--- config.mk ---
export PLATFORM = sky130hd
export DESIGN_NAME = cdtf_outq
export DESIGN_NICKNAME = d
export VERILOG_FILES = /design/src/sv/cdtf_pkg.sv /design/src/sv/cdtf_outq.sv
export SDC_FILE = /design/constraint.sdc
export NUM_CORES = 1
export LEC_CHECK = 0
export BUFFER_PORTS_ARGS = -buffer_cell sky130_fd_sc_hd__buf_2
export CAP_MARGIN = 15
export CORE_AREA = 3 3 74 76
export DETAILED_ROUTE_END_ITERATION = 10
export DIE_AREA = 0 0 77 79
export GPL_TIMING_DRIVEN = 0
export SLEW_MARGIN = 10
export SYNTH_ARGS = -nofsm -noshare
export SYNTH_HDL_FRONTEND = slang
export SYNTH_SLANG_ARGS = --single-unit
--- constraint.sdc ---
create_clock -name clk -period 4.3 [get_ports clk]
set_input_delay 0.43 -clock clk [delete_from_list [all_inputs] [get_ports clk]]
set_output_delay 0.43 -clock clk [all_outputs]
set_load 0.02 [all_outputs]
--- src/sv/cdtf_pkg.sv ---
// Shared types, constants and helpers for the call-depth trace filter.
package cdtf_pkg;

  // Stack geometry
  localparam int STACK_LEVELS = 1024;
  localparam int LEVEL_IN_W   = 10;
  localparam int LEVEL_W      = $clog2(STACK_LEVELS);

  // Field and counter widths
  localparam int BUDGET_W = 10;
  localparam int COUNT_W  = 11;
  localparam logic [COUNT_W-1:0]  COUNT_MAX    = '1;
  localparam logic [BUDGET_W-1:0] BUDGET_RESET = 10'd1023;

  // Decoupling queues (power of two)
  localparam int QUEUE_DEPTH = 4;
  localparam int QPTR_W      = $clog2(QUEUE_DEPTH);
  localparam int QCNT_W      = $clog2(QUEUE_DEPTH + 1);

  // Configuration port
  localparam int CFG_IDX_W  = 1;
  localparam int CFG_DATA_W = 10;
  localparam logic [CFG_IDX_W-1:0] REG_DEFAULT_BUDGET = 1'b0;
  localparam logic [CFG_IDX_W-1:0] REG_INCLUDE_MODE   = 1'b1;

  // Event kinds
  localparam logic CMD_ENTRY = 1'b0;
  localparam logic CMD_EXIT  = 1'b1;

  // Level reduction by reciprocal multiply
  localparam int DIV_SHIFT = 20;
  localparam logic [20:0] LEVEL_RECIP = 21'((2 ** DIV_SHIFT) / STACK_LEVELS);

  typedef struct packed {
    logic                  cmd;
    logic [LEVEL_IN_W-1:0] level;
    logic                  filter_hit;
    logic                  filter_exclude;
    logic                  depth_trigger;
    logic [BUDGET_W-1:0]   trigger_depth;
    logic                  trace_on;
    logic                  trace_off;
  } trace_evt_t;

  typedef struct packed {
    logic                emit;
    logic                no_record;
    logic [BUDGET_W-1:0] depth_left;
  } verdict_t;

  typedef struct packed {
    logic never_record;
    logic notrace;
    logic filtered;
  } marks_t;

  typedef struct packed {
    marks_t              marks;
    logic [BUDGET_W-1:0] saved;
  } stack_entry_t;

  // Classified event handed from front to back
  typedef struct packed {
    logic                is_exit;
    logic [LEVEL_W-1:0]  slot;
    logic                include_hit;
    logic                exclude_hit;
    logic                depth_trigger;
    logic [BUDGET_W-1:0] trigger_depth;
    logic                trace_on;
    logic                trace_off;
  } op_t;

  typedef struct packed {
    logic [BUDGET_W-1:0] default_budget;
    logic                include_mode;
  } cfg_t;

  localparam stack_entry_t CLEAR_ENTRY = '{marks: '0, saved: BUDGET_RESET};

  // level modulo STACK_LEVELS: reciprocal estimate is low by at most one
  function automatic logic [LEVEL_W-1:0] level_slot(input logic [LEVEL_IN_W-1:0] level);
    logic [31:0]           prod;
    logic [LEVEL_IN_W-1:0] quo;
    logic [23:0]           rem;
    prod = 32'(level) * 32'(LEVEL_RECIP);
    quo  = LEVEL_IN_W'(prod >> DIV_SHIFT);
    rem  = 24'(level) - 24'(quo) * 24'(STACK_LEVELS);
    if (rem >= 24'(STACK_LEVELS)) begin
      rem = rem - 24'(STACK_LEVELS);
    end
    if (STACK_LEVELS >= (2 ** LEVEL_IN_W)) begin
      rem = 24'(level);
    end
    return LEVEL_W'(rem);
  endfunction

endpackage

--- src/sv/cdtf_outq.sv ---
// Result queue between the back end and the result ports.
module cdtf_outq import cdtf_pkg::*; (
  input  logic              clk,
  input  logic              rst,
  input  logic              res_push,
  input  verdict_t          res,
  input  logic              pop,
  output logic              empty,
  output verdict_t          verdict,
  output logic [QCNT_W-1:0] count
);

  verdict_t          slots [QUEUE_DEPTH];
  logic [QPTR_W-1:0] wr_ptr;
  logic [QPTR_W-1:0] rd_ptr;
  logic              take;

  assign empty   = (count == '0);
  assign take    = pop && !empty;
  assign verdict = slots[rd_ptr];

  // Storage
  always_ff @(posedge clk) begin
    if (res_push) begin
      slots[wr_ptr] <= res;
    end
  end

  // Pointers
  always_ff @(posedge clk) begin
    if (rst) begin
      wr_ptr <= '0;
      rd_ptr <= '0;
      count  <= '0;
    end else begin
      if (res_push) begin
        wr_ptr <= wr_ptr + QPTR_W'(1);
      end
      if (take) begin
        rd_ptr <= rd_ptr + QPTR_W'(1);
      end
      count <= count + QCNT_W'(res_push) - QCNT_W'(take);
    end
  end

endmodule

After elaboration in Yosys (flattened, before gate mapping)
Memory sizes are Yosys's and may differ from the RTL's. A register that Yosys moved wholly into a read port is not among the register bits.
Index checks and enable logic that the tools add are counted.

word-level totals
  bits in registers = 7
  bits in writable memories = 48
  bits of input ports = 16
  logic and storage cells = 15
  memories = 1

cells by class
  add/sub/neg operators = 4
  mux-type cells = 4
  reductions and logical operators = 3

memories
  memory  words  width  rd ports  clocked after memory_dff  wr ports  RTL line         source
  slots   4      12     1         1                         1         cdtf_outq.sv:13  verdict_t slots [QUEUE_DEPTH];

operators by type and width
  operator             count
  $add 2x1->2 const B  2
  $mux 2               2
  $add 3x1->3          1
  $logic_not 3->1      1
  $sub 3x1->3          1
  $mux 1               2
  $logic_and 1x1->1    1
  $logic_not 1->1      1

Longest topological paths before layout
  depth in word-level cells = 5
  depth in mapped cells = 8
  gate-level depth less buffers = 8

Worst setup path before layout
OpenSTA, ideal clock, no wires.

  kind = register to register
  start point = reg count[1]
  end point = reg count[2]
  data arrival time = 1.986 ns
  required time = 4.235 ns
  path slack = 2.249 ns
  stages on the path, launching flop included = 9
  path buffers = 0
  clock period less this slack = 2.051 ns
  cells stage by stage = dfxtp_1 o31a_1 ha_1 inv_1 ha_1 inv_1 fa_1 xnor3_4 nor2_1

between the ends
  longest elaborated chain between the ends = 4
  elaborated cells on any way between the ends = 5
  classes of those cells = 2 x add/sub; 3 x reduce/logical

ends and longest elaborated chain
  item                      RTL line         source
  start: declaration        cdtf_outq.sv:10  output logic [QCNT_W-1:0] count
  start signal: assignment  cdtf_outq.sv:42  count <= count + QCNT_W'(res_push) - QCNT_W'(take);
  $logic_not 3->1           cdtf_outq.sv:18  assign empty = (count == '0);
  $logic_not 1->1           cdtf_outq.sv:19  assign take = pop && !empty;
  $logic_and 1x1->1         cdtf_outq.sv:19
  via take                  cdtf_outq.sv:16  logic take;
  $sub 3x1->3               cdtf_outq.sv:42

The timed path passes the listed nets, and every way through them passes these cells.
A chain may end at the register's enable or synchronous reset.

Worst setup path after layout
Ends and elaborated chain as after synthesis.

==> summary.txt <==
Finish
  • # nets final: 170
  • Area delta synth->final: 18.6%
  • Final instance area: 2610 um^2
  • Register area: 1620 um^2
  • Multi-input logic area: 537 um^2
  • N_diodes: 0
  • Share of post-route cells with drive strength above 1: 38.4%
  • Filler cells: 389

STA
  • Hold Fails Final Rpt: 0
  • Final setup fails: 0
  • Fin crit share: 48.9%
  • Final min period: 2100 ps
  • Max-slew violation count: 0
  • Setup TNS: 0 ps
  • Unrepaired setup endpoints after global routing: no
  • Slew Limit Headroom: 56.4%
  • Worst Skew: 8.41 ps
  • Max frequency: 475 MHz
  • Least-Margin Pin Slew: 655 ps

Floorplan
  • Initial core utilization: 45.9%
  • Die Footprint: 6080 um^2
  • Die W: 77 um
  • Chip height: 79 um
  • Rows: 25
  • Core box area: 4790 um^2
  • I/O pin count: 32

Clock network
  • Clock sink count: 57
  • CTS tree: yes
  • Cts hold-fix bufs: 0
  • Inserted Clock Buffers: 9
  • Root buffer cell: clkbuf_8
  • Bufs on Longest Clock Path: 2
  • Post-CTS resize count: 0
  • Clk_lat worst skew: 320 ps
  • Clock slew at reported path FFs: 60 ps
  • H-tree depth: 3
  • Post-CTS setup buffers: 0

Critical path
  • Critical Path AT: 2360 ps
  • Crit path max fanout: 6
  • Worst Path Required: 4560 ps
  • CP max stage delay: 380 ps
  • CP Cell Sequence: o31a_1, ha_1, inv_1, ha_1, inv_1, fa_1, xnor3_4, nor2_1
  • Worst r2r src: count[1]$_SDFF_PP0_
  • Worst Setup Start Kind: register
  • Reg-to-Reg End: count[2]$_SDFF_PP0_
  • FF-to-FF path depth: 8
  • Worst setup path endpoint: count[2]$_SDFF_PP0_
  • Worst R2R Setup Slack: 2200 ps
  • CP Launch Point: count[1]$_SDFF_PP0_
  • Worst setup EP type: register
  • Kind of critical path: register to register
  • Crit path max-delay cell type: dfxtp_1

Power and ir drop
  • Pleak: 0.947 nW
  • Reg power frac: 46.3%
  • P_int: 0.00107 W
  • Clock power frac: 30.0%
  • P per Cell Area: 561 nW/um^2
  • Comb power frac: 23.7%
  • NetSw: 0.000393 W
  • Sw Ratio: 26.8%
  • Peak supply drop: 0.366 mV

Detailed routing
  • DRT antenna net count: 0
  • Final WL: 3460 um
  • Routed vias/inst: 4.86
  • Routed via count: 1059
  • DRC: 0
  • 1st-iter DRT viols: 66
  • Drt wl/cell: 15.9 um
  • First-pass iteration count of the detailed router: 4

Placement
  • GP Congestion: 0.667
  • Buffers on Ports: 30
  • Placed inst area: 2430 um^2
  • Post-detail-place hpwl: 2250 um

GRT
  • Tot GR Track Use: 13.1%
  • Pin count of the biggest net entering global routing: 13
  • Vias in the first global route: 1155
  • First-pass GRT wire length: 5660 um
  • Antenna violations before repair: 0
  • Remaining global-route overflow: 0

Synth
  • Synth Area per Inst: 20.7 um^2
  • #FFs+latches synth: 57
  • Post-Synthesis Cells: 106
  • Netlist cell types: 20
  • Seq/Total Area, Yosys: 73.8%
  • Cell area after synthesis: 2200 um^2
  • Syn nets: 129
  • Syn. warnings: 0

Min path
  • Hold Path Origin: res[4]
  • Hold WC Path Type: primary input to register

Run
  • Max-cap violations: 0

Outcome
  • Outcome: finished, final reports clean
==> routing by layer <==
layer | track usage, % | part of all wire (%) | up-vias
li1 | - | - | 499
met4 | 9.61 | 2.4 | 0
met2 | 21.8 | 51 | 26
met5 | 0 | 0 | -
met3 | 4.31 | 4.4 | 8
met1 | 13.9 | 43 | 526
==> power groups by stage <==
stage | sequential, W | combinational (W) | clock, W
floorplan | 0.000695 | 0.000246 | 0
global placement | 0.000685 | 0.000344 | 0
detailed placement | 0.000688 | 0.000355 | 0
CTS | 0.000677 | 0.000356 | 0.000452
global route | 0.000685 | 0.000379 | 0.000476
finish | 0.000677 | 0.000346 | 0.000439
==> sequential cells by signal (all words and copies together), names as in the netlist, named ones only <==
| name | flops |
|---|---|
| slots | 48 |
| wr_ptr | 2 |
| count | 3 |
| rd_ptr | 2 |
==> worst min path at each step <==
stage                                   endpoint  slack [ps]  depth (start not counted)
after detailed placement  wr_ptr[0]$_SDFFE_PP0P_         550                          2
final                      slots[3][4]$_DFFE_PP_         320                          1
after floorplan           wr_ptr[1]$_SDFFE_PP0P_         510                          2
after CTS                  slots[0][4]$_DFFE_PP_         310                          1
after global placement    wr_ptr[1]$_SDFFE_PP0P_         530                          2
after global routing       slots[0][4]$_DFFE_PP_         310                          1
==> critical path, delay by kind of cell, from the launching register on <==
family	cells	cell delay (ps)
adders and majority gates	3	780
DFF	1	380
AOI/OAI and AO/OA	1	370
xor gates and xnor gates	1	310
buffers and inverters	2	110
and+or+nand+nor	1	90
==> cell type report <==
cell class	count	share of cell area (%)
multi-input cells	41	20.6
clock buffers	9	4.76
flip-flops and latches	57	62.2
well taps	67	3.22
plain buffers	3	0.768
repair buffers	30	5.76
inverters	5	0.720
clock inverters	6	1.92
==> cell usage after synthesis <==
library cell / n / area (um^2)
xnor2_1: 1 / 8.76
edfxtp_1: 48 / 1440
clkbuf_1: 1 / 3.75
and2_1: 4 / 25.0
mux4_1: 1 / 26.3
o31a_1: 1 / 8.76
o311ai_1: 1 / 8.76
dfxtp_1: 9 / 180
inv_1: 5 / 18.8
xnor3_4: 1 / 26.3
buf_6: 1 / 11.3
buf_2: 1 / 5.00
ha_1: 6 / 75.1
nor3_1: 1 / 5.00
nor2b_1: 3 / 18.8
fa_1: 1 / 20.0
mux2_2: 3 / 33.8
mux4_2: 11 / 248
mux2i_1: 1 / 10.0
nor2_1: 6 / 22.5
==> through the flow <==
step	utilization [%]	total power [W]	hold slack (ps)	cells	setup WS, ps
after CTS	54.4	0.00148	306	218	2180
after global placement	50.8	0.00103	531	203	2270
after global routing	54.4	0.00154	307	218	2070
after floorplan	-	0.000941	514	106	2250
final	54.4	0.00146	319	218	2200
after detailed placement	50.8	0.00104	547	203	2200
==> kinds of logic after synthesis <==
logic type | count (synthesis) | synth area share (%)
adder cells (fa/ha/maj) | 7 | 4.33
AO/OA/AOI/OAI | 2 | 0.797
multiplexers | 16 | 14.5
XOR/XNOR | 2 | 1.59
AND/OR/NAND/NOR | 14 | 3.25
flip-flops | 57 | 73.8
buffers and inverters | 8 | 1.77
==> cells in the final DEF, fill, tap and decap left out, types with 4 or more instances in the layout <==
| cell | count |
|---|---|
| edfxtp_1 | 48 |
| buf_2 | 31 |
| mux4_2 | 11 |
| dfxtp_1 | 9 |
| clkbuf_8 | 9 |
| nor2_1 | 6 |
| ha_1 | 6 |
| inv_1 | 5 |
| and2_1 | 4 |
| clkinv_1 | 4 |
No activity file was read; power rests on OpenSTA's default activity.
