==> src/sv/cdtf_pkg.sv <==
// Shared types, constants and helpers for the call-depth trace filter.
package cdtf_pkg;

  // Stack geometry
  localparam int STACK_LEVELS = 1024;
  localparam int LEVEL_IN_W   = 10;
  localparam int LEVEL_W      = $clog2(STACK_LEVELS);

  // Field and counter widths
  localparam int BUDGET_W = 10;
  localparam int COUNT_W  = 11;
  localparam logic [COUNT_W-1:0]  COUNT_MAX    = '1;
  localparam logic [BUDGET_W-1:0] BUDGET_RESET = 10'd1023;

  // Decoupling queues (power of two)
  localparam int QUEUE_DEPTH = 4;
  localparam int QPTR_W      = $clog2(QUEUE_DEPTH);
  localparam int QCNT_W      = $clog2(QUEUE_DEPTH + 1);

  // Configuration port
  localparam int CFG_IDX_W  = 1;
  localparam int CFG_DATA_W = 10;
  localparam logic [CFG_IDX_W-1:0] REG_DEFAULT_BUDGET = 1'b0;
  localparam logic [CFG_IDX_W-1:0] REG_INCLUDE_MODE   = 1'b1;

  // Event kinds
  localparam logic CMD_ENTRY = 1'b0;
  localparam logic CMD_EXIT  = 1'b1;

  // Level reduction by reciprocal multiply
  localparam int DIV_SHIFT = 20;
  localparam logic [20:0] LEVEL_RECIP = 21'((2 ** DIV_SHIFT) / STACK_LEVELS);

  typedef struct packed {
    logic                  cmd;
    logic [LEVEL_IN_W-1:0] level;
    logic                  filter_hit;
    logic                  filter_exclude;
    logic                  depth_trigger;
    logic [BUDGET_W-1:0]   trigger_depth;
    logic                  trace_on;
    logic                  trace_off;
  } trace_evt_t;

  typedef struct packed {
    logic                emit;
    logic                no_record;
    logic [BUDGET_W-1:0] depth_left;
  } verdict_t;

  typedef struct packed {
    logic never_record;
    logic notrace;
    logic filtered;
  } marks_t;

  typedef struct packed {
    marks_t              marks;
    logic [BUDGET_W-1:0] saved;
  } stack_entry_t;

  // Classified event handed from front to back
  typedef struct packed {
    logic                is_exit;
    logic [LEVEL_W-1:0]  slot;
    logic                include_hit;
    logic                exclude_hit;
    logic                depth_trigger;
    logic [BUDGET_W-1:0] trigger_depth;
    logic                trace_on;
    logic                trace_off;
  } op_t;

  typedef struct packed {
    logic [BUDGET_W-1:0] default_budget;
    logic                include_mode;
  } cfg_t;

  localparam stack_entry_t CLEAR_ENTRY = '{marks: '0, saved: BUDGET_RESET};

  // level modulo STACK_LEVELS: reciprocal estimate is low by at most one
  function automatic logic [LEVEL_W-1:0] level_slot(input logic [LEVEL_IN_W-1:0] level);
    logic [31:0]           prod;
    logic [LEVEL_IN_W-1:0] quo;
    logic [23:0]           rem;
    prod = 32'(level) * 32'(LEVEL_RECIP);
    quo  = LEVEL_IN_W'(prod >> DIV_SHIFT);
    rem  = 24'(level) - 24'(quo) * 24'(STACK_LEVELS);
    if (rem >= 24'(STACK_LEVELS)) begin
      rem = rem - 24'(STACK_LEVELS);
    end
    if (STACK_LEVELS >= (2 ** LEVEL_IN_W)) begin
      rem = 24'(level);
    end
    return LEVEL_W'(rem);
  endfunction

endpackage

==> src/sv/cdtf_front.sv <==
// Front end: accepts trace events, classifies them and queues them for the back end.
module cdtf_front import cdtf_pkg::*; (
  input  logic       clk,
  input  logic       rst,
  input  logic       push,
  output logic       full,
  input  trace_evt_t trace_evt,
  input  logic       busy,
  output logic       op_valid,
  output op_t        op,
  input  logic       op_pop
);

  op_t               slots [QUEUE_DEPTH];
  logic [QPTR_W-1:0] wr_ptr;
  logic [QPTR_W-1:0] rd_ptr;
  logic [QCNT_W-1:0] count;
  logic              accept;
  op_t               op_in;

  // Classify the incoming event
  always_comb begin
    op_in.is_exit       = (trace_evt.cmd == CMD_EXIT);
    op_in.slot          = level_slot(trace_evt.level);
    op_in.include_hit   = trace_evt.filter_hit & ~trace_evt.filter_exclude;
    op_in.exclude_hit   = trace_evt.filter_hit & trace_evt.filter_exclude;
    op_in.depth_trigger = trace_evt.depth_trigger;
    op_in.trigger_depth = trace_evt.trigger_depth;
    op_in.trace_on      = trace_evt.trace_on;
    op_in.trace_off     = trace_evt.trace_off;
  end

  // No transaction while the stack is being cleared
  assign full     = (count == QCNT_W'(QUEUE_DEPTH)) || busy;
  assign accept   = push && !full;
  assign op_valid = (count != '0);
  assign op       = slots[rd_ptr];

  // Queue storage
  always_ff @(posedge clk) begin
    if (accept) begin
      slots[wr_ptr] <= op_in;
    end
  end

  // Queue pointers
  always_ff @(posedge clk) begin
    if (rst) begin
      wr_ptr <= '0;
      rd_ptr <= '0;
      count  <= '0;
    end else begin
      if (accept) begin
        wr_ptr <= wr_ptr + QPTR_W'(1);
      end
      if (op_pop) begin
        rd_ptr <= rd_ptr + QPTR_W'(1);
      end
      count <= count + QCNT_W'(accept) - QCNT_W'(op_pop);
    end
  end

endmodule

==> config.mk <==
export PLATFORM = sky130hd
export DESIGN_NAME = cdtf_front
export DESIGN_NICKNAME = d
export VERILOG_FILES = /design/src/sv/cdtf_pkg.sv /design/src/sv/cdtf_front.sv
export SDC_FILE = /design/constraint.sdc
export NUM_CORES = 1
export LEC_CHECK = 0
export BUFFER_PORTS_ARGS = -buffer_cell sky130_fd_sc_hd__buf_2
export CAP_MARGIN = 20
export CORE_MARGIN = 5
export CORE_UTILIZATION = 51
export DETAILED_ROUTE_END_ITERATION = 8
export PLACE_DENSITY = 0.75
export SYNTH_ARGS = -nofsm -noshare
export SYNTH_HDL_FRONTEND = slang
export SYNTH_SLANG_ARGS = --single-unit
==> constraint.sdc <==
create_clock -name clk -period 2.4 [get_ports clk]
set_clock_uncertainty 0.2 [all_clocks]
set_input_delay 0.36 -clock clk [delete_from_list [all_inputs] [get_ports clk]]
set_output_delay 0.36 -clock clk [all_outputs]
set_load 0.1 [all_outputs]
# After elaboration in Yosys (flattened, before gate mapping)

Memory sizes are Yosys's and may differ from the RTL's. A register that Yosys moved wholly into a read port is not among the register bits.
Cells that the tools add are included.

Memories kept: 1
Bits of input ports: 31
Register bits: 7
RAM bits: 104

Memory list:

| name  | words | bits a word | read ports | clocked after memory_dff | write ports | RTL line         | RTL |
|---|---|---|---|---|---|---|---|
| slots | 4     | 26          | 1          | 1                        | 1           | cdtf_front.sv:14 | `op_t slots [QUEUE_DEPTH];` |

Add/subtract/negate cells: 4
Eq/ne operators: 1
Multiplexer cells: 4
Reductions and logical operators: 4
Bitwise logic cells: 3

Operators by type and width:

| kind                  | count |
|---|---|
| $add A2 B1 Y2 const B | 2 |
| $mux W2               | 2 |
| $add A3 B1 Y3         | 1 |
| $eq A3 B3 Y1 const B  | 1 |
| $reduce_bool A3 Y1    | 1 |
| $sub A3 B1 Y3         | 1 |
| $and A1 B1 Y1         | 2 |
| $mux W1               | 2 |
| $logic_and A1 B1 Y1   | 1 |
| $logic_not A1 Y1      | 1 |
| $logic_or A1 B1 Y1    | 1 |
| $not A1 Y1            | 1 |

# Depth between registers and ports, before layout

Gate-level depths: netlist of the first run.

Depth in word-level cells: 6
Depth in mapped cells: 11
Depth with buffers taken out: 11

# Worst setup path after synthesis of the first run

OpenSTA, ideal clock, no wires.

Path kind: register to register
Start point: register count[1]
End point: register count[2]
Buffers on the path: 0
Clock period less this slack: 2256 ps
Data required time: 2074 ps
Stages on the path, launching flop included: 12
Data arrival time: 1930 ps
Setup slack: 144 ps
Cell sequence: dfxtp_1 > nor2_1 > a21oi_2 > inv_1 > ha_1 > inv_1 > ha_1 > inv_1 > fa_1 > xor2_1 > xnor2_1 > nor2_1

Longest elaborated chain between the ends: 6

RTL lines:

| element                  | RTL line         | RTL |
|---|---|---|
| start: declaration       | cdtf_front.sv:17 | `logic [QCNT_W-1:0] count;` |
| start signal: assignment | cdtf_front.sv:59 | `count <= count + QCNT_W'(accept) - QCNT_W'(op_pop);` |
| $eq A3 B3 Y1             | cdtf_front.sv:34 | `assign full = (count == QCNT_W'(QUEUE_DEPTH)) \|\| busy;` |
| $logic_or A1 B1 Y1       | cdtf_front.sv:34 |  |
| $logic_not A1 Y1         | cdtf_front.sv:35 | `assign accept = push && !full;` |
| $logic_and A1 B1 Y1      | cdtf_front.sv:35 |  |
| $add A3 B1 Y3 *          | cdtf_front.sv:59 |  |
| $sub A3 B1 Y3 *          | cdtf_front.sv:59 |  |

Mark *: on every way between the ends. The rest lies on a longest branch, timed or not.
A chain may end at the register's enable or synchronous reset.

==> flow_metrics.env, run 1 <==
export IMPL_status="finished clean"
export IMPL_seqPwrFrac=0.364
export IMPL_dieArea_um2=10300
export IMPL_pin_count=59
export IMPL_path_depth=3
export IMPL_final_cell_area_um2=6060
export IMPL_layout_nets=335
export IMPL_rows=33
export IMPL_ys_warn_count=0
export IMPL_worstSetupPathType="flop to output port"
export IMPL_dr_pass1_iters=4
export IMPL_dpl_hpwl_um=4510
export IMPL_synth_top_area_cell="edfxtp_1"
export IMPL_yosysUniqueCellTypes=24
export IMPL_cp_end_kind="output port"
export IMPL_worst_slew_pin_slew_ns=0.486
export IMPL_core_um2=8180
export IMPL_n_antenna_cell=0
export IMPL_gp_congestion=0.678
export IMPL_via_per_inst=5.07
export IMPL_port_buffers=58
export IMPL_post_place_ws_ns=0.0503
export IMPL_start_util=0.522
export IMPL_clk_latency_ns=0.49
export IMPL_clk_path_buf_depth=2
export IMPL_fin_crit_ns=2.39
export IMPL_cts_setup_buffers=0
export IMPL_clkPwrFrac=0.419
export IMPL_netlist_area_um2=4270
export IMPL_timing_hold_violations_final=0
export IMPL_antenna_found_initial=0
export IMPL_synthToLayoutAreaGrowth_pct=41.9
export IMPL_worstPathBufferInverterCount=2
export IMPL_drv_slew=0
export IMPL_place_area_um2=5110
export IMPL_hold_path_depth=2
export IMPL_hold_class="input pin to flop"
export IMPL_groute_usage_overall=0.165
export IMPL_r2r_cells=11
export IMPL_min_period_over_period=0.996
export IMPL_cts_tree="built"
export IMPL_num_vias=2101
export IMPL_leakage_nw=2.17
export IMPL_regToRegSetupSlack_ns=0.20
export IMPL_critPathMaxStageDelay_ns=0.56
export IMPL_ant_nets=0
export IMPL_synth_most_common_cell="edfxtp_1"
export IMPL_maxCapViolCount=0
export IMPL_pwr_share_comb=0.216
export IMPL_synthTopCellsByArea="edfxtp_1, mux4_2, dfxtp_1"
export IMPL_synth_edf_count=104
export IMPL_routed_wl_um=7680
export IMPL_p_total_w=0.00632
export IMPL_rsz0062_at_grt="true"
export IMPL_syn_nets=224
export IMPL_setup_viol_count_final=0
export IMPL_swShare=0.267
export IMPL_ir_drop_v=0.000659
export IMPL_netlist_top_cells_count="edfxtp_1, mux4_2, dfxtp_1, nor2_1"
export IMPL_synth_seq_area_share=0.774
export IMPL_grt_pass1_vias=2354
export IMPL_max_slew_margin=0.678
export IMPL_synthArstFlopShare=0
export IMPL_yosys_area_top_type_share=0.731
export IMPL_p_per_area_nw_per_um2=1040
export IMPL_hold_worst_slack_ns=0.0799
export IMPL_grt_pass1_wl_um=12400
export IMPL_layout_setup_ws_ns=0.00841
export IMPL_h_tree_depth=4
export IMPL_internal_power_w=0.00463
export IMPL_clock_sinks=113
export IMPL_clkTransAtPathRegs_ns=0.05
export IMPL_synth_ff_type="edfxtp_1"
export IMPL_die_w_um=102
export IMPL_slowest_stage="mux4_2"
export IMPL_grt_max_degree=27
export IMPL_drt_initial_drc_count=75
export IMPL_max_freq_ghz=0.418
export IMPL_drc=0
export IMPL_cp_data_arrival_time_ns=1.83
export IMPL_cts_made_buffers=17
export IMPL_final_util=0.741
export IMPL_synth_seq_cells=113
export IMPL_syn_avg_cell_area_um2=23.0
export IMPL_drive_gt1_frac=0.411
export IMPL_path_max_fanout=13
export IMPL_synth_cells=186
export IMPL_post_drt_wl_per_cell_um=18.5
export IMPL_grt_overflow_total=0
export IMPL_startpoint_type="flop"
export IMPL_path_delay_family="multiplexers"
export IMPL_path_cells="buf_16, mux4_2, buf_12"
export IMPL_die_h_um=102
export IMPL_root_buffer="clkbuf_8"
export IMPL_power_switching_w=0.00169
export IMPL_crit_required_ns=1.84
==> registers in the layout, summed over array words and instances (netlist names), named ones only <==
signal,count
rd_ptr,2
wr_ptr,2
slots,104
count,3
==> stage by stage <==
step | setup TNS [ns] | instances
floorplan | 0 | 186
global placement | 0 | 353
detailed placement | 0 | 353
CTS | -0.439 | 413
global route | -0.944 | 414
finish | 0 | 414
==> cells in the final DEF (no fill, tap or decap) <==
| cell | n |
|---|---|
| ha_1 | 6 |
| mux2i_1 | 1 |
| xor2_1 | 2 |
| clkbuf_16 | 17 |
| or3_1 | 1 |
| clkinvlp_4 | 3 |
| buf_2 | 32 |
| clkinv_1 | 3 |
| edfxtp_1 | 104 |
| clkbuf_1 | 2 |
| and2_1 | 5 |
| fa_1 | 1 |
| mux2_2 | 1 |
| xnor2_1 | 2 |
| nand2b_1 | 3 |
| dfxtp_1 | 7 |
| clkbuf_8 | 1 |
| dfxtp_2 | 1 |
| inv_1 | 5 |
| buf_16 | 1 |
| a21o_1 | 1 |
| bufinv_16 | 6 |
| a21oi_2 | 1 |
| nor2b_1 | 2 |
| nor2_1 | 8 |
| nand2_1 | 1 |
| dfxtp_4 | 1 |
| mux4_2 | 26 |
| dlygate4sd3_1 | 28 |
| buf_4 | 10 |
| buf_12 | 27 |
==> kinds of logic after synthesis <==
family / synth area share
xor gates and xnor gates: 0.00821
buffers and inverters: 0.0208
adders and majority gates: 0.0223
AOI/OAI and AO/OA: 0.00381
and+or+nand+nor: 0.0240
muxes: 0.147
DFF: 0.774
==> final cells by class <==
type | instances | area (µm²)
Sequential cell | 113 | 3310
Clock buffer | 19 | 422
Clock inverter | 12 | 214
Inverter | 5 | 18.8
Fill cell | 496 | 2120
Tap cell | 105 | 131
Timing Repair Buffer | 99 | 1110
Multi-Input combinational cell | 61 | 856
==> power groups by stage <==
stage          logic, W  registers [W]  clock network (W)
3_5_place_dp    0.00132        0.00233                  0
6_report        0.00137        0.00230            0.00265
2_1_floorplan  0.000884        0.00232                  0
5_1_grt         0.00143        0.00231            0.00280
3_3_place_gp    0.00130        0.00233                  0
4_1_cts         0.00137        0.00230            0.00270
==> worst paths after layout <==
| kind | startpoint | to |
|---|---|---|
| max | flop | op[16] |
| min | trace_evt[14] | slots[0][13] |
| min reg2reg | rd_ptr[1] | flop |
| max reg2reg | count[1] | count[2] |
==> routing by layer <==
layer  wire [µm]  up-vias  share of wire  GRT usage
li1            -      975              -          -
met1        3190     1068           0.42      0.214
met2        4070       53           0.53      0.270
met3         370        5          0.048     0.0530
met4          49        0         0.0064     0.0460
met5           0        -              0          0
==> repair_timing <==
item	CTS	global route
gates cloned	1	1
hold buffers	28	0
pin swaps	0	0
resized for setup	8	1
endpoints found under the hold margin	107	0
setup endpoints to repair	26	27
Power figures use the tool's default switching activity.
==> run 2, diff against run 1 <==
--- a/config.mk
+++ b/config.mk
@@ -8,9 +8,11 @@
 export BUFFER_PORTS_ARGS = -buffer_cell sky130_fd_sc_hd__buf_2
 export CAP_MARGIN = 20
 export CORE_MARGIN = 5
-export CORE_UTILIZATION = 51
+export CORE_UTILIZATION = 53
+export CTS_BUF_LIST = sky130_fd_sc_hd__clkbuf_4
+export CTS_CLUSTER_SIZE = 10
 export DETAILED_ROUTE_END_ITERATION = 8
-export PLACE_DENSITY = 0.75
+export PLACE_DENSITY = 0.77
 export SYNTH_ARGS = -nofsm -noshare
 export SYNTH_HDL_FRONTEND = slang
 export SYNTH_SLANG_ARGS = --single-unit
==> run 2 against run 1 <==
Global-route usage increased by 0.28 points. Worst hold slack worse by 0.020 ns. Total power shrank 15%. Core utilization is 0.40 points higher. Critical path type unchanged. Die area shrank 3.4%. Via count is 3.1% higher. Critical path depth grew 1. Sequential power about the same. Count of clock-buffer cells in the layout shrank 2. The flow now finishes with violations (setup timing). First-iteration DRC count grew 16%.
==> flow_metrics.env, run 2 (synthesized netlist as in run 1, its figures left out) <==
export IMPL_status="complete, but fails checks"
export IMPL_violations="setup timing"
export IMPL_worstPathBufferInverterCount=3
export IMPL_layout_area_seq_um2=3310
export IMPL_worstSetupPathType="flop to output port"
export IMPL_dr_pass1_iters=4
export IMPL_p_per_area_nw_per_um2=921
export IMPL_cts_tree="built"
export IMPL_crit_required_ns=1.84
export IMPL_port_buffers=58
export IMPL_cp_end_kind="output port"
export IMPL_h_tree_depth=4
export IMPL_num_vias=2166
export IMPL_clk_latency_ns=0.49
export IMPL_worstHoldStart="trace_evt[14]"
export IMPL_final_common_cell="edfxtp_1"
export IMPL_n_antenna_cell=0
export IMPL_grt_max_degree=27
export IMPL_largest_reg_flops=104
export IMPL_timing_hold_violations_final=0
export IMPL_start_util=0.547
export IMPL_fin_crit_ns=2.45
export IMPL_worst_slew_pin_slew_ns=0.488
export IMPL_drc=0
export IMPL_max_freq_ghz=0.408
export IMPL_clock_sinks=113
export IMPL_cts_made_buffers=17
export IMPL_stdcell_count=415
export IMPL_path_delay_family="multiplexers"
export IMPL_hold_class="input pin to flop"
export IMPL_drive_gt1_frac=0.435
export IMPL_multiInputGateArea_um2=860
export IMPL_maxCapViolCount=0
export IMPL_groute_usage_overall=0.167
export IMPL_clk_path_buf_depth=2
export IMPL_layout_nets=338
export IMPL_path_max_fanout=8
export IMPL_synthToLayoutAreaGrowth_pct=36.2
export IMPL_cp_data_arrival_time_ns=1.89
export IMPL_antenna_found_initial=0
export IMPL_ir_drop_v=0.000650
export IMPL_max_slew_margin=0.677
export IMPL_drv_slew=0
export IMPL_die_w_um=99.8
export IMPL_final_util=0.745
export IMPL_path_cells="buf_12, buf_12, mux4_2, buf_12"
export IMPL_post_place_ws_ns=0.0324
export IMPL_leakage_nw=2.08
export IMPL_startpoint_type="flop"
export IMPL_grt_pass1_wl_um=11900
export IMPL_post_drt_wl_per_cell_um=18.6
export IMPL_clkTransAtPathRegs_ns=0.10
export IMPL_pin_count=59
export IMPL_layout_common_cells="edfxtp_1, buf_2, buf_12, dlygate4sd3_1, mux4_2"
export IMPL_dpl_hpwl_um=4790
export IMPL_via_per_inst=5.22
export IMPL_dieArea_um2=9950
export IMPL_core_um2=7810
export IMPL_grt_overflow_total=0
export IMPL_slowest_stage="mux4_2"
export IMPL_critPathMaxStageDelay_ns=0.56
export IMPL_rows=32
export IMPL_reg_largest_list="slots: 104 flops, count: 3 flops"
export IMPL_grt_pass1_vias=2363
export IMPL_routed_wl_um=7720
export IMPL_regMostFlops="slots"
export IMPL_layout_setup_ws_ns=-0.0509
export IMPL_critPathMostFrequentCell="buf_12"
export IMPL_root_buffer="clkbuf_4"
export IMPL_min_period_over_period=1.02
export IMPL_ant_nets=0
export IMPL_setup_viol_count_final=17
export IMPL_p_total_w=0.00536
export IMPL_place_inst=351
export IMPL_fillers=475
export IMPL_drt_initial_drc_count=87
export IMPL_rsz0062_at_grt="true"
export IMPL_gp_congestion=0.677
export IMPL_die_h_um=99.8
export IMPL_worstReg2RegStart="count[1]"
-- run 2: where the power goes --
group	total, W	switching (W)	internal (W)
clock	0.00169	0.000742	0.000946
combinational	0.00138	0.000865	0.000513
sequential	0.00229	0.0000418	0.00225
-- run 2: final cells by class --
type	count	share of cell area
clock buffer	17	0.0219
clock inverter	15	0.0398
inverter	5	0.00323
multi-input combinational	61	0.148
sequential	113	0.569
tap	102	0.0219
timing repair buffer	102	0.197
-- run 2: per-stage QoR --
stage / hold slack [ns] / area [µm²] / TNS (ns)
after floorplan: 0.259 / 4270 / 0
after global placement: 0.300 / 5140 / 0
after detailed placement: 0.311 / 5140 / 0
after CTS: 0.0101 / 5790 / -1.35
after global routing: 0.0447 / 5820 / -2.36
final: 0.0597 / 5820 / -0.254
-- run 2: routing by layer --
metal  up-vias  GRT usage  wire (µm)
met5         -          0          0
met3         8     0.0624        397
met4         0     0.0567         65
li1        993          -          -
met2        67      0.287       4220
met1      1098      0.193       3050
-- run 2: final timing paths --
check                 end  slack (ns)  depth (start not counted)
min          slots[1][13]        0.06                          2
max reg2reg      count[2]        0.19                         11
min reg2reg     rd_ptr[1]        0.35                          2
max                 op[7]       -0.05                          4
-- run 2: repair_timing --
item,4_1_cts,5_1_grt
endpoints found under the hold margin,107,0
hold buffers,27,0
pin swaps,0,0
endpoints found under the setup margin,26,27
buffers inserted,4,1
resized for setup,7,5
==> run 3, diff against run 2 <==
--- a/config.mk
+++ b/config.mk
@@ -8,11 +8,11 @@
 export BUFFER_PORTS_ARGS = -buffer_cell sky130_fd_sc_hd__buf_2
 export CAP_MARGIN = 20
 export CORE_MARGIN = 5
-export CORE_UTILIZATION = 53
+export CORE_UTILIZATION = 50
 export CTS_BUF_LIST = sky130_fd_sc_hd__clkbuf_4
 export CTS_CLUSTER_SIZE = 10
 export DETAILED_ROUTE_END_ITERATION = 8
-export PLACE_DENSITY = 0.77
+export PLACE_DENSITY = 0.74
 export SYNTH_ARGS = -nofsm -noshare
 export SYNTH_HDL_FRONTEND = slang
 export SYNTH_SLANG_ARGS = --single-unit
==> run 3 against run 2 <==
The run now ends clean. Die area grew 5.4%. Non-clock buffer count shrank 5. Count of clock-buffer cells in the layout grew 4. Combinational power is essentially flat. Core utilization shrank 5.6 points. Critical path depth shrank 1. Cell count shrank 0.48%. Clock power shrank 25%. First-iteration DRC count grew 16%. Largest cell class unchanged. Fmax grew 3.3%.
==> flow_metrics.env, run 3 (synthesized netlist as in run 1, its figures left out) <==
export IMPL_dpl_hpwl_um=4550
export IMPL_status="finished clean"
export IMPL_antenna_found_initial=0
export IMPL_final_common_cell="edfxtp_1"
export IMPL_dieArea_um2=10500
export IMPL_p_per_area_nw_per_um2=863
export IMPL_maxCapViolCount=0
export IMPL_min_period_over_period=0.989
export IMPL_fin_crit_ns=2.37
export IMPL_reg2reg_to="count[2]"
export IMPL_path_max_fanout=8
export IMPL_synthToLayoutAreaGrowth_pct=33.3
export IMPL_via_per_inst=5.15
export IMPL_core_um2=8260
export IMPL_groute_usage_overall=0.161
export IMPL_max_slew_margin=0.678
export IMPL_setup_viol_count_final=0
export IMPL_timing_hold_violations_final=0
export IMPL_cts_tree="built"
export IMPL_port_buffers=58
export IMPL_pwr_share_comb=0.277
export IMPL_ir_drop_v=0.000572
export IMPL_hold_path_depth=2
export IMPL_leakage_nw=2.01
export IMPL_worst_slew_pin_slew_ns=0.487
export IMPL_rows=33
export IMPL_clk_path_buf_depth=2
export IMPL_gp_congestion=0.738
export IMPL_internal_power_w=0.00339
export IMPL_clock_sinks=113
export IMPL_root_buffer="clkbuf_4"
export IMPL_h_tree_depth=4
export IMPL_die_h_um=102
export IMPL_largest_reg_flops=104
export IMPL_num_vias=2125
export IMPL_max_freq_ghz=0.421
export IMPL_pin_count=59
export IMPL_cp_data_arrival_time_ns=1.81
export IMPL_worstReg2RegStart="count[1]"
export IMPL_grt_pass1_vias=2349
export IMPL_clk_latency_ns=0.47
export IMPL_grt_pass1_wl_um=12000
export IMPL_dr_pass1_iters=5
export IMPL_swShare=0.309
export IMPL_regMostFlops="slots"
export IMPL_clkPwrFrac=0.256
export IMPL_stdcell_count=413
export IMPL_cp_end_kind="output port"
export IMPL_hold_class="input pin to flop"
export IMPL_reg_largest_list="slots: 104 flops, count: 3 flops"
export IMPL_r2r_cells=11
export IMPL_seqPwrFrac=0.467
export IMPL_start_util=0.517
export IMPL_regToRegSetupSlack_ns=0.20
export IMPL_drt_initial_drc_count=101
export IMPL_ant_nets=0
export IMPL_routed_wl_um=7360
export IMPL_drc=0
export IMPL_layout_nets=333
export IMPL_rsz0062_at_grt="true"
export IMPL_grt_max_degree=27
export IMPL_startpoint_type="flop"
export IMPL_grt_overflow_total=0
export IMPL_drv_slew=0
export IMPL_crit_required_ns=1.84
export IMPL_final_util=0.689
export IMPL_worstHoldStart="trace_evt[14]"
export IMPL_power_switching_w=0.00152
export IMPL_hold_end="slots[0][13]"
export IMPL_n_antenna_cell=0
export IMPL_place_inst=351
export IMPL_drive_gt1_frac=0.412
export IMPL_cts_made_buffers=17
export IMPL_post_drt_wl_per_cell_um=17.8
export IMPL_worstSetupPathType="flop to output port"
export IMPL_die_w_um=102
export IMPL_layout_common_cells="edfxtp_1, buf_2, buf_12, dlygate4sd3_1, mux4_2"
export IMPL_clkTransAtPathRegs_ns=0.09
export IMPL_hold_worst_slack_ns=0.0794
## run 3: routing by layer
layer | routed length [µm] | vias to the layer above | GRT usage
li1 | - | 979 | -
met5 | 0 | - | 0
met1 | 2980 | 1065 | 0.192
met3 | 437 | 10 | 0.0553
met2 | 3870 | 71 | 0.270
met4 | 78 | 0 | 0.0636
## run 3: what timing repair did
action,4_1_cts,5_1_grt
hold buffers,27,0
hold endpoints to repair,107,0
gates resized for setup,10,7
endpoints found under the setup margin,25,27
buffers inserted,3,0
## run 3: worst max path at each step
stage / cells after the start / endpoint / slack, ns / startpoint
after global placement: 12 / count[2] / 0.12 / busy
after CTS: 3 / op[7] / -0.05 / flop
after floorplan: 11 / count[2] / 0.14 / count[1]
after global routing: 3 / op[14] / -0.11 / flop
after detailed placement: 12 / count[2] / 0.05 / busy
final: 3 / op[7] / 0.03 / flop
## run 3: critical path, stage by stage, from the launching register on
cell,delay (ns)
dfxtp_4,0.44
buf_12,0.16
mux4_2,0.55
buf_12,0.19
## run 3: power by group through the flow
stage,logic [W],clock network [W],registers [W]
3_3_place_gp,0.00130,0,0.00233
6_report,0.00136,0.00126,0.00229
5_1_grt,0.00142,0.00141,0.00230
2_1_floorplan,0.000884,0,0.00232
4_1_cts,0.00137,0.00130,0.00229
3_5_place_dp,0.00131,0,0.00234
## run 3: cell type report
| cell class | instances | area [µm²] |
|---|---|---|
| Sequential cell | 113 | 3310 |
| Fill cell | 551 | 2560 |
| Timing Repair Buffer | 97 | 1120 |
| Multi-Input combinational cell | 61 | 856 |
| Clock buffer | 21 | 158 |
| Tap cell | 105 | 131 |
| Clock inverter | 11 | 98.8 |
| Inverter | 5 | 18.8 |
## run 3: per-stage QoR
step,TNS [ns],total power (W),setup slack [ns],instance area [µm²]
2_1_floorplan,0,0.00321,0.144,4270
3_3_place_gp,0,0.00363,0.123,5130
3_5_place_dp,0,0.00365,0.0545,5130
4_1_cts,-0.579,0.00496,-0.0462,5670
5_1_grt,-2.23,0.00513,-0.110,5690
6_report,0,0.00491,0.0275,5690
